## src/rtl/drp_pkg.sv

```systemverilog
`default_nettype none
package drp_pkg;

  localparam int COORD_BITS_DEF    = 12;
  localparam int OUT_FRAC_BITS_DEF = 16;

  localparam int BASE_FRAC    = 28;
  localparam int SUBPIX_SHIFT = 4;
  localparam int IN_FRAC      = 8;
  // quotients at or above 2^SAT_SHIFT saturate
  localparam int SAT_SHIFT    = 31;
  localparam int Q_W          = SAT_SHIFT;
  localparam int B_W          = 48;

  typedef enum logic [2:0] {
    REG_OFFSET_X     = 3'd0,
    REG_OFFSET_Y     = 3'd1,
    REG_FOCAL_LENGTH = 3'd2,
    REG_INV_BASELINE = 3'd3,
    REG_SUBPIXEL     = 3'd4,
    REG_USE_PIXEL    = 3'd5,
    REG_FIXED_COLOUR = 3'd6,
    REG_SPARE        = 3'd7
  } reg_index_t;

  typedef struct packed {
    logic [23:0] offset_x;
    logic [23:0] offset_y;
    logic [23:0] focal_length;
    logic [31:0] inverse_baseline;
    logic        subpixel_mode;
    logic        use_pixel_colour;
    logic [23:0] fixed_colour;
  } cfg_t;

  // sideband that travels with each beat down the divider row
  typedef struct packed {
    logic        valid;
    logic        xneg;
    logic        yneg;
    logic        zneg;
    logic        xsat;
    logic        ysat;
    logic        zsat;
    logic [23:0] colour;
  } meta_t;

endpackage
`default_nettype wire

```

## src/rtl/drp_div_cell.sv

```systemverilog
`default_nettype none
module drp_div_cell #(
  parameter int RW = 79,
  parameter int K  = 30
) (
  input  wire logic                   clk,
  input  wire logic                   rst,
  input  wire drp_pkg::meta_t         meta_i,
  input  wire logic [RW-1:0]          rem_x_i,
  input  wire logic [RW-1:0]          rem_y_i,
  input  wire logic [RW-1:0]          rem_z_i,
  input  wire logic [drp_pkg::Q_W-1:0] q_x_i,
  input  wire logic [drp_pkg::Q_W-1:0] q_y_i,
  input  wire logic [drp_pkg::Q_W-1:0] q_z_i,
  input  wire logic [drp_pkg::B_W-1:0] b_i,
  output drp_pkg::meta_t              meta_o,
  output logic [RW-1:0]               rem_x_o,
  output logic [RW-1:0]               rem_y_o,
  output logic [RW-1:0]               rem_z_o,
  output logic [drp_pkg::Q_W-1:0]     q_x_o,
  output logic [drp_pkg::Q_W-1:0]     q_y_o,
  output logic [drp_pkg::Q_W-1:0]     q_z_o,
  output logic [drp_pkg::B_W-1:0]     b_o
);
  import drp_pkg::*;

  logic [RW-1:0] trial;
  logic ge_x, ge_y, ge_z;

  // one restoring step per lane: quotient bit K
  assign trial = RW'(b_i) << K;
  assign ge_x  = rem_x_i >= trial;
  assign ge_y  = rem_y_i >= trial;
  assign ge_z  = rem_z_i >= trial;

  always_ff @(posedge clk) begin
    if (rst) begin
      meta_o.valid <= 1'b0;
    end else begin
      meta_o.valid <= meta_i.valid;
    end
    meta_o.xneg   <= meta_i.xneg;
    meta_o.yneg   <= meta_i.yneg;
    meta_o.zneg   <= meta_i.zneg;
    meta_o.xsat   <= meta_i.xsat;
    meta_o.ysat   <= meta_i.ysat;
    meta_o.zsat   <= meta_i.zsat;
    meta_o.colour <= meta_i.colour;
    rem_x_o <= ge_x ? rem_x_i - trial : rem_x_i;
    rem_y_o <= ge_y ? rem_y_i - trial : rem_y_i;
    rem_z_o <= ge_z ? rem_z_i - trial : rem_z_i;
    q_x_o   <= q_x_i | (Q_W'(ge_x) << K);
    q_y_o   <= q_y_i | (Q_W'(ge_y) << K);
    q_z_o   <= q_z_i | (Q_W'(ge_z) << K);
    b_o     <= b_i;
  end

endmodule
`default_nettype wire

```

## config.mk

```make
export PLATFORM = sky130hd
export DESIGN_NAME = drp_div_cell
export DESIGN_NICKNAME = d
export VERILOG_FILES = /design/src/rtl/drp_pkg.sv /design/src/rtl/drp_div_cell.sv
export SDC_FILE = /design/constraint.sdc
export NUM_CORES = 1
export LEC_CHECK = 0
export BUFFER_PORTS_ARGS = -buffer_cell sky130_fd_sc_hd__buf_2
export CAP_MARGIN = 20
export CORE_AREA = 4 4 319 321
export DETAILED_ROUTE_END_ITERATION = 16
export DIE_AREA = 0 0 323 325
export PLACE_DENSITY_LB_ADDON = 0.25
export SYNTH_ARGS = -nofsm -noshare
export SYNTH_HDL_FRONTEND = slang
export SYNTH_SLANG_ARGS = --single-unit
```

## constraint.sdc

```tcl
create_clock -name clk -period 10.98 [get_ports clk]
set_input_delay 1.647 -clock clk [delete_from_list [all_inputs] [get_ports clk]]
set_output_delay 1.647 -clock clk [all_outputs]
set_load 0.01 [all_outputs]
```

==> reports/results.tsv <==
stage	metric	value	unit
timing	fin_crit_sh	50.1	%
drt	drt-total-wl	88.0	mm
timing	hold_violations	0	
global_route	grt_pass1_wl	121	mm
die	rows	116	
synthesis	yosysWarnings	0	
global_route	grt_max_degree	97	
critical_path	critPathLaunchType	primary input	
synthesis	syn_area	18300	sq um
hold_path	hp-class	in -> reg	
cells_and_area	multiInputGateArea	9530	sq um
global_route	grtUsageTotal	15.9	%
critical_path	slowest_stage	o211a_4	
placed_design	place_area	23800	sq um
synthesis	synth_edf_count	0	
critical_path	critPathArrivalTime	6.02	ns
cells_and_area	seq_area	8190	sq um
global_route	grt_pass1_vias	16865	
drt	vias	17165	
synthesis	async_flop_share	0	%
timing	relSlewSlack	29.7	%
synthesis	yosysSeqAreaShare	44.7	%
critical_path	cp.buffers_inverters	2	
clocking	cts.htree.levels	2	
clocking	cts_setup_buffers	0	
cells_and_area	fin_cells	4082	
global_route	grt.overflow.total	0	
synthesis	synth_flop_cell	dfxtp_1	
cells_and_area	area_delta_synth_final	39.7	%
timing	final_max_slew_viol_count	0	
drt	drtIter0Drc	966	
die	ios	820	
die	die-width	323	um
synthesis	syn_avg_cell_area	9.55	sq um
die	initial_utilization	18.4	%
clocking	clkSinkCount	409	
placed_design	dp.cells	3974	
pwr	power.total	4560	uW
timing	rsz0062_at_grt	no	
synthesis	yosysMostFrequentCell	dfxtp_1	
timing	fmax	182	MHz
clocking	cts_made_buffers	51	
placed_design	numPortBuffers	819	
synthesis	synthTopCellsByCount	dfxtp_1 (409), a21oi_1 (189), nand2_1 (147), ha_1 (144), o21ai_0 (117)	
critical_path	path_class	in -> reg	
drt	antenna_left	0	
critical_path	worst_path_largest_cell_delay	0.82	ns
timing	setup_tns	0	ns
clocking	cts-root-buf	clkbuf_16	
drt	dr.pass1.iters	7	
synthesis	synth-seq-cells	409	
drt	post-route-drc-count	0	
critical_path	worst_ep_required_time	11.51	ns
synthesis	ys_types	79	
cells_and_area	drive_gt1_share	35.2	%
timing	setup_viol	0	
pwr	peakVddDrop	0.101	mV
cells_and_area	fin_nets	3287	
clocking	clk_pin_slew	0.07	ns
placed_design	hpwlAfterDp	75.4	mm
drt	vias_per_cell	4.21	
clocking	cts_resized	0	
critical_path	cpLargestDelayFamily	compound AO/OA/AOI/OAI gates	
cells_and_area	fillers	10886	
cells_and_area	design_area	25600	sq um
synthesis	synth_top_area_cell	dfxtp_1	
critical_path	cp_max_fo	96	
synthesis	syn_inst	1918	
timing	min_period	5.50	ns
clocking	cts.path.max_buffers	3	
clocking	cts_hold_buf	0	
clocking	cts_tree	yes	
placed_design	gp_congestion	0.871	
critical_path	critPathCaptureType	flip-flop	
pwr	powerDensity	178	nW/um^2
synthesis	post_synth_main_area_contributors	dfxtp_1 (45%), ha_1 (9.8%), a21oi_1 (5.2%)	
timing	worst_slew_pin_slew	1.05	ns
die	die-area	105000	sq um
pwr	p_leak	0.0122	uW
status	outcome	finished, final reports clean	
die	die_h	325	um
drt	wl_per_cell	21.6	um
die	core_area	99300	sq um
job	maxCapViolations	0	
synthesis	syn_nets	2476	
critical_path	crit_chain	buf_2 > inv_1 > ha_1 > nor2b_1 > o211ai_1 > a21oi_1 > o31ai_1 > o21ai_1 > a21oi_1 > o21ai_1 > a31oi_1 > o211a_4 > mux2_2	
global_route	antenna_found_initial	40	
synthesis	yosysTopAreaCellShare	44.7	%
power breakdown:
group / total, uW / switching (uW) / internal (uW)
Combinational: 1100 / 657 / 442
Clock: 1750 / 713 / 1040
Sequential: 1700 / 50.3 / 1650
Total: 4560 / 1420 / 3140
registers in the layout, indices dropped and copies added, names as in the netlist:
signal / cells
rem_y_o: 79
rem_x_o: 79
b_o: 48
q_z_o: 31
q_y_o: 31
meta_o: 31
q_x_o: 31
rem_z_o: 79
per-stage QoR:
stage	setup slack, ns	utilization [%]	hold WS [ns]
floorplan	6.33	-	1.67
global placement	4.88	24.0	1.75
detailed placement	4.81	24.0	1.75
CTS	5.48	25.7	1.05
global route	5.00	25.7	1.07
finish	5.48	25.8	1.11
layout make-up:
class | count | area share [%]
antenna | 15 | 0.147
clock buffer | 67 | 5.42
clock inverter | 26 | 1.39
inverter | 89 | 1.31
multi-input combinational | 1357 | 37.3
sequential | 409 | 32.0
tap | 1298 | 6.35
timing repair buffer | 821 | 16.1
cells in the final DEF, fill, tap and decap left out, types with 7 or more instances in the layout:
cell	n
a21o_1	105
a21oi_1	189
a221o_1	7
a31oi_1	16
and2_1	12
and3_1	19
and4_1	9
buf_2	819
clkbuf_1	11
clkbuf_16	51
clkinv_2	7
dfxtp_1	409
diode_2	15
ha_1	144
inv_1	89
mux2_1	17
mux2_2	45
nand2_1	147
nand2b_1	16
nand3_1	24
nand4_1	42
nor2_1	101
nor2b_1	23
nor3_1	19
nor4_1	25
o21a_1	12
o21ai_0	117
o21bai_1	26
o31ai_1	7
xnor2_1	78
xor2_1	54
cell families after synthesis:
group	share of synthesized area (%)
buffers and inverters	3.35
and+or+nand+nor	12.4
adders and majority gates	10.2
muxes	3.98
DFF	44.7
xor gates and xnor gates	6.31
AOI/OAI and AO/OA	19.0
routing by layer:
metal	global-route usage, %	up-vias	routed length, um
li1	-	8525	-
met1	17.2	7846	32900
met2	29.2	638	44700
met3	5.24	130	7420
met4	4.97	26	2830
met5	0	-	175
path summary, 6_finish.rpt:
| kind | startpoint | cells past startpoint | slack, ns | endpoint |
|---|---|---|---|---|
| setup / recovery | b_i[1] | 13 | 5.48 | rem_z_o[31] |
| hold / removal | q_y_i[12] | 1 | 1.11 | q_y_o[12] |
Power figures use the tool's default switching activity.
