**config.mk**
```make
export PLATFORM = sky130hd
export DESIGN_NAME = drp_front
export DESIGN_NICKNAME = d
export VERILOG_FILES = /design/src/rtl/drp_pkg.sv /design/src/rtl/drp_front.sv
export SDC_FILE = /design/constraint.sdc
export NUM_CORES = 2
export LEC_CHECK = 0
export BUFFER_PORTS_ARGS = -buffer_cell sky130_fd_sc_hd__buf_2
export CORE_UTILIZATION = 40
export CTS_CLUSTER_SIZE = 12
export DETAILED_ROUTE_END_ITERATION = 10
export PLACE_DENSITY = 0.62
export SLEW_MARGIN = 5
export SYNTH_ARGS = -nofsm -noshare
export SYNTH_HDL_FRONTEND = slang
export SYNTH_SLANG_ARGS = --single-unit
```
**constraint.sdc**
```tcl
create_clock -name clk -period 11.2 [get_ports clk]
set_input_delay 1.12 -clock clk [delete_from_list [all_inputs] [get_ports clk]]
set_output_delay 1.12 -clock clk [all_outputs]
set_load 0.005 [all_outputs]
```
**src/rtl/drp_pkg.sv**
```systemverilog
`default_nettype none
package drp_pkg;

  localparam int COORD_BITS_DEF    = 12;
  localparam int OUT_FRAC_BITS_DEF = 16;

  localparam int BASE_FRAC    = 28;
  localparam int SUBPIX_SHIFT = 4;
  localparam int IN_FRAC      = 8;
  // quotients at or above 2^SAT_SHIFT saturate
  localparam int SAT_SHIFT    = 31;
  localparam int Q_W          = SAT_SHIFT;
  localparam int B_W          = 48;

  typedef enum logic [2:0] {
    REG_OFFSET_X     = 3'd0,
    REG_OFFSET_Y     = 3'd1,
    REG_FOCAL_LENGTH = 3'd2,
    REG_INV_BASELINE = 3'd3,
    REG_SUBPIXEL     = 3'd4,
    REG_USE_PIXEL    = 3'd5,
    REG_FIXED_COLOUR = 3'd6,
    REG_SPARE        = 3'd7
  } reg_index_t;

  typedef struct packed {
    logic [23:0] offset_x;
    logic [23:0] offset_y;
    logic [23:0] focal_length;
    logic [31:0] inverse_baseline;
    logic        subpixel_mode;
    logic        use_pixel_colour;
    logic [23:0] fixed_colour;
  } cfg_t;

  // sideband that travels with each beat down the divider row
  typedef struct packed {
    logic        valid;
    logic        xneg;
    logic        yneg;
    logic        zneg;
    logic        xsat;
    logic        ysat;
    logic        zsat;
    logic [23:0] colour;
  } meta_t;

endpackage
`default_nettype wire

```
**src/rtl/drp_front.sv**
```systemverilog
`default_nettype none
module drp_front #(
  parameter int COORD_BITS    = 12,
  parameter int OUT_FRAC_BITS = 16,
  parameter int NA            = 25,
  parameter int RW            = 79
) (
  input  wire logic          clk,
  input  wire logic          rst,
  input  wire drp_pkg::cfg_t cfg,
  input  wire logic          accept,
  input  wire logic [15:0]   disparity,
  input  wire logic          pixel_valid,
  input  wire logic [11:0]   column,
  input  wire logic [11:0]   image_row,
  input  wire logic [7:0]    red_in,
  input  wire logic [7:0]    green_in,
  input  wire logic [7:0]    blue_in,
  output drp_pkg::meta_t     meta_o,
  output logic [RW-1:0]      rem_x_o,
  output logic [RW-1:0]      rem_y_o,
  output logic [RW-1:0]      rem_z_o,
  output logic [drp_pkg::B_W-1:0] b_o
);
  import drp_pkg::*;

  localparam int S1 = BASE_FRAC + SUBPIX_SHIFT + OUT_FRAC_BITS - IN_FRAC;
  localparam int S0 = BASE_FRAC + OUT_FRAC_BITS - IN_FRAC;

  // stage a
  logic              valid_a;
  logic              wneg_a;
  logic [31:0]       ibmag_a;
  logic [15:0]       disp_a;
  logic signed [NA:0] nx_a, ny_a;
  logic [23:0]       colour_a;
  // stage b
  logic              valid_b;
  logic              xneg_b, yneg_b, zneg_b;
  logic [NA-1:0]     ax_b, ay_b;
  logic [23:0]       az_b;
  logic [B_W-1:0]    wmag_b;
  logic [23:0]       colour_b;

  logic [11:0]       colm, rowm;
  logic signed [NA:0] nx_next, ny_next;
  logic [RW-1:0]     dx, dy, dz, thr;

  assign colm = column & 12'((1 << COORD_BITS) - 1);
  assign rowm = image_row & 12'((1 << COORD_BITS) - 1);
  assign nx_next = $signed({{(NA - 19){1'b0}}, colm, 8'b0})
                 + $signed({{(NA - 23){cfg.offset_x[23]}}, cfg.offset_x});
  assign ny_next = $signed({{(NA - 19){1'b0}}, rowm, 8'b0})
                 + $signed({{(NA - 23){cfg.offset_y[23]}}, cfg.offset_y});

  always_ff @(posedge clk) begin
    if (rst) begin
      valid_a <= 1'b0;
    end else begin
      valid_a <= accept && pixel_valid;
    end
    wneg_a  <= cfg.inverse_baseline[31];
    ibmag_a <= cfg.inverse_baseline[31] ? (32'd0 - cfg.inverse_baseline)
                                        : cfg.inverse_baseline;
    disp_a  <= disparity;
    nx_a    <= nx_next;
    ny_a    <= ny_next;
    colour_a <= cfg.use_pixel_colour ? {red_in, green_in, blue_in} : cfg.fixed_colour;
  end

  always_ff @(posedge clk) begin
    if (rst) begin
      valid_b <= 1'b0;
    end else begin
      valid_b <= valid_a;
    end
    xneg_b   <= nx_a[NA] ^ wneg_a;
    yneg_b   <= ny_a[NA] ^ wneg_a;
    zneg_b   <= wneg_a;
    ax_b     <= nx_a[NA] ? NA'(-nx_a) : NA'(nx_a);
    ay_b     <= ny_a[NA] ? NA'(-ny_a) : NA'(ny_a);
    az_b     <= cfg.focal_length;
    wmag_b   <= B_W'(ibmag_a * disp_a);
    colour_b <= colour_a;
  end

  assign dx  = cfg.subpixel_mode ? (RW'(ax_b) << S1) : (RW'(ax_b) << S0);
  assign dy  = cfg.subpixel_mode ? (RW'(ay_b) << S1) : (RW'(ay_b) << S0);
  assign dz  = cfg.subpixel_mode ? (RW'(az_b) << S1) : (RW'(az_b) << S0);
  assign thr = RW'(wmag_b) << SAT_SHIFT;

  always_ff @(posedge clk) begin
    if (rst) begin
      meta_o.valid <= 1'b0;
    end else begin
      // w of zero gives no point
      meta_o.valid <= valid_b && (wmag_b != '0);
    end
    meta_o.xneg   <= xneg_b;
    meta_o.yneg   <= yneg_b;
    meta_o.zneg   <= zneg_b;
    meta_o.xsat   <= dx >= thr;
    meta_o.ysat   <= dy >= thr;
    meta_o.zsat   <= dz >= thr;
    meta_o.colour <= colour_b;
    rem_x_o <= dx;
    rem_y_o <= dy;
    rem_z_o <= dz;
    b_o     <= wmag_b;
  end

endmodule
`default_nettype wire

```
==> run_results.csv <==
group,metric,value,unit
sta,final.min_clock_period,7.299,ns
drt,num_vias,21679,
worst_setup_path,timing.critical_path.mode_cell,"fa_1",
worst_setup_path,crit_path_top_delay_cell,"o31ai_1",
yosys,post-synth-top-count-cell,"inv_1",
final_layout,final_nets,4363,
floorplan,io_pins,514,
drt,wirelength,80500,µm
clock_tree,path_clk_slew,0.06,ns
drt,wl_per_cell,17.56,µm
yosys,yosysTopAreaCell,"dfxtp_1",
clock_tree,tritoncts,"built",
grt,grt_pass1_wl,129200,µm
sta,tns,0,ns
floorplan,die_area,0.08034,mm²
clock_tree,root_buffer,"clkbuf_16",
sta,rsz0062_at_grt,"false",
clock_tree,cts_resized,0,
grt,grt_max_degree,60,
final_layout,layout.cells.non_filler,4585,
drt,remaining_drc_errors,0,
yosys,synth_edf_count,0,
drt,drt_iter0_drc,1050,
sta,finalMaxSlewViolations,0,
run,drv_cap,0,
worst_setup_path,crit_path_max_incr_delay,0.82,ns
worst_setup_path,crit_path_end_kind,"register",
place,gp_congestion,0.8770,
final_layout,final_util,0.4576,
yosys,synth.area.top_cells,"dfxtp_1 (28%), fa_1 (27%), ha_1 (9.2%), inv_1 (6.1%), and2_1 (4.5%)",
worst_setup_path,required,11.67,ns
place,numPortBuffers,362,
clock_tree,cts_sinks,439,
worst_setup_path,cp.buffers_inverters,5,
yosys,netlist_area,0.03169,mm²
yosys,seq_area_frac_synth,0.2774,
worst_setup_path,critPathMaxFanout,16,
worst_setup_path,path_cells,"nand2_1, fa_1, inv_1, fa_1, inv_1, fa_1, inv_1, fa_1, fa_1, inv_1, fa_1, inv_1, ha_1, nand2_1, nor2_1, a211oi_1, a21oi_1, o31ai_1, nand3_1, a41o_1, a31oi_1, o21ai_0, xnor2_1",
run_status,status,"finished, final reports clean",
sta,finalCritPeriodShare,0.6517,
clock_tree,h-tree-depth,2,
clock_tree,insertion_delay,0.61,ns
floorplan,die_h,283.5,µm
worst_setup_path,critPathKind,"register to register",
clock_tree,postCtsSetupRepairBufs,0,
min_path,hold_class,"register to register",
final_layout,drive_above_1_share,0.1577,
drt,drtPass1Iterations,5,
grt,antenna_found_initial,2,
worst_setup_path,crit_family,"adder cells",
grt,grt_pass1_vias,22936,
yosys,synthTopCellsByCount,"inv_1 (519), dfxtp_1 (439), fa_1 (420), nand2_1 (376), ha_1 (233)",
sta,finalSetupViolations,0,
yosys,ys_seq_elements,439,
yosys,synth-async-reset-ratio,0,
clock_tree,cts_buffers,49,
clock_tree,clk_path_buf_depth,3,
yosys,yosys_warnings,0,
place,dpl.hpwl,62970,µm
sta,fmax,0.1370,GHz
yosys,synth_area_per_cell,9.945,µm²
yosys,synth_flop_cell,"dfxtp_1",
floorplan,rows,102,
sta,skew,0.03857,ns
floorplan,die_w,283.5,µm
yosys,synth.distinct_cells,61,
sta,hold_viol,0,
sta,worst_pin_slew,0.9324,ns
drt,avgViaCountPerCell,4.728,
grt,grtUsageTotal,0.2055,
yosys,synth_top_cell_area_share,0.2774,
drt,drtAntennaViolNets,0,
floorplan,initial_core_util,0.4063,
yosys,synth_cells,3186,
clock_tree,holdBufCountCts,0,
final_layout,area_delta_synth_final,12.60,%
sta,slew_headroom,0.3776,
worst_setup_path,start_kind,"register",
worst_setup_path,arrival,7.77,ns
grt,grt_overflow,0,
place,dp.cells,4501,
floorplan,core-area,0.07798,mm²
-- flip-flops by register name (all words and copies together) (netlist names), 16 cells and up --
name      cells
ax_b         25
ay_b         25
az_b         24
b_o          48
colour_a     24
colour_b     24
disp_a       16
ibmag_a      32
meta_o       31
nx_a         25
ny_a         25
rem_x_o      29
rem_y_o      29
rem_z_o      28
wmag_b       48
-- path summary, 6_finish.rpt --
| path | startpoint | slack, ns | depth (start not counted) | to |
|---|---|---|---|---|
| setup / recovery | ibmag_a[5] | 3.90 | 23 | wmag_b[47] |
| hold / removal | colour_a[6] | 0.32 | 0 | colour_b[6] |
| setup reg to reg | ibmag_a[5] | 3.90 | 23 | wmag_b[47] |
| hold reg to reg | colour_a[6] | 0.32 | 0 | colour_b[6] |
-- per-stage QoR --
stage                     worst slack, ns  hold WS [ns]  cell area [µm²]
after global routing                3.339        0.3271            35680
after floorplan                     4.985        0.3096            32250
final                               3.901        0.3193            35680
after CTS                           3.905        0.3208            35680
after detailed placement            4.001        0.3121            33980
after global placement              4.081        0.3096            33980
-- metal layers --
layer,vias up,wire [µm],track usage
met5,-,27,0
met2,597,40580,0.3616
met1,10708,33650,0.2605
met4,4,2418,0.06365
met3,126,3827,0.02725
li1,10244,-,-
-- kinds of logic (layout without fill, tap and decap cells) --
kind of cell,Yosys count,count (layout),share of synthesized area
simple gates,791,791,0.1241
compound gates,293,293,0.06006
mux,86,86,0.03056
buf+inv,777,985,0.1101
flops,439,439,0.2774
fa+ha+maj,653,653,0.3574
xor+xnor,146,146,0.04036
other cells,1,152,0.0001184
-- cells in the final DEF (no fill, tap or decap), drive strengths merged, types with 15 or more instances in the layout --
| master | n |
|---|---|
| a21o | 59 |
| a21oi | 79 |
| and2 | 228 |
| buf | 383 |
| clkbuf | 63 |
| conb | 151 |
| dfxtp | 439 |
| fa | 420 |
| ha | 233 |
| inv | 522 |
| mux2 | 86 |
| nand2 | 377 |
| nand2b | 15 |
| nand3 | 21 |
| nand4 | 19 |
| nor2 | 41 |
| nor2b | 23 |
| nor3 | 19 |
| nor4 | 15 |
| o21ai | 61 |
| o31ai | 25 |
| xnor2 | 117 |
| xor2 | 29 |
-- cell type report --
cell class	instances	area, µm²
multi-input cells	2120	19970
diodes	1	2.502
flip-flops and latches	439	8788
well taps	1040	1301
clock inverters	20	377.9
clock buffers	63	1319
inverters	519	1948
fillers	7524	42300
repair buffers	383	1969
Power is not shown: default switching activity piles up to over one toggle a cycle in this logic, so the estimate is an artifact.
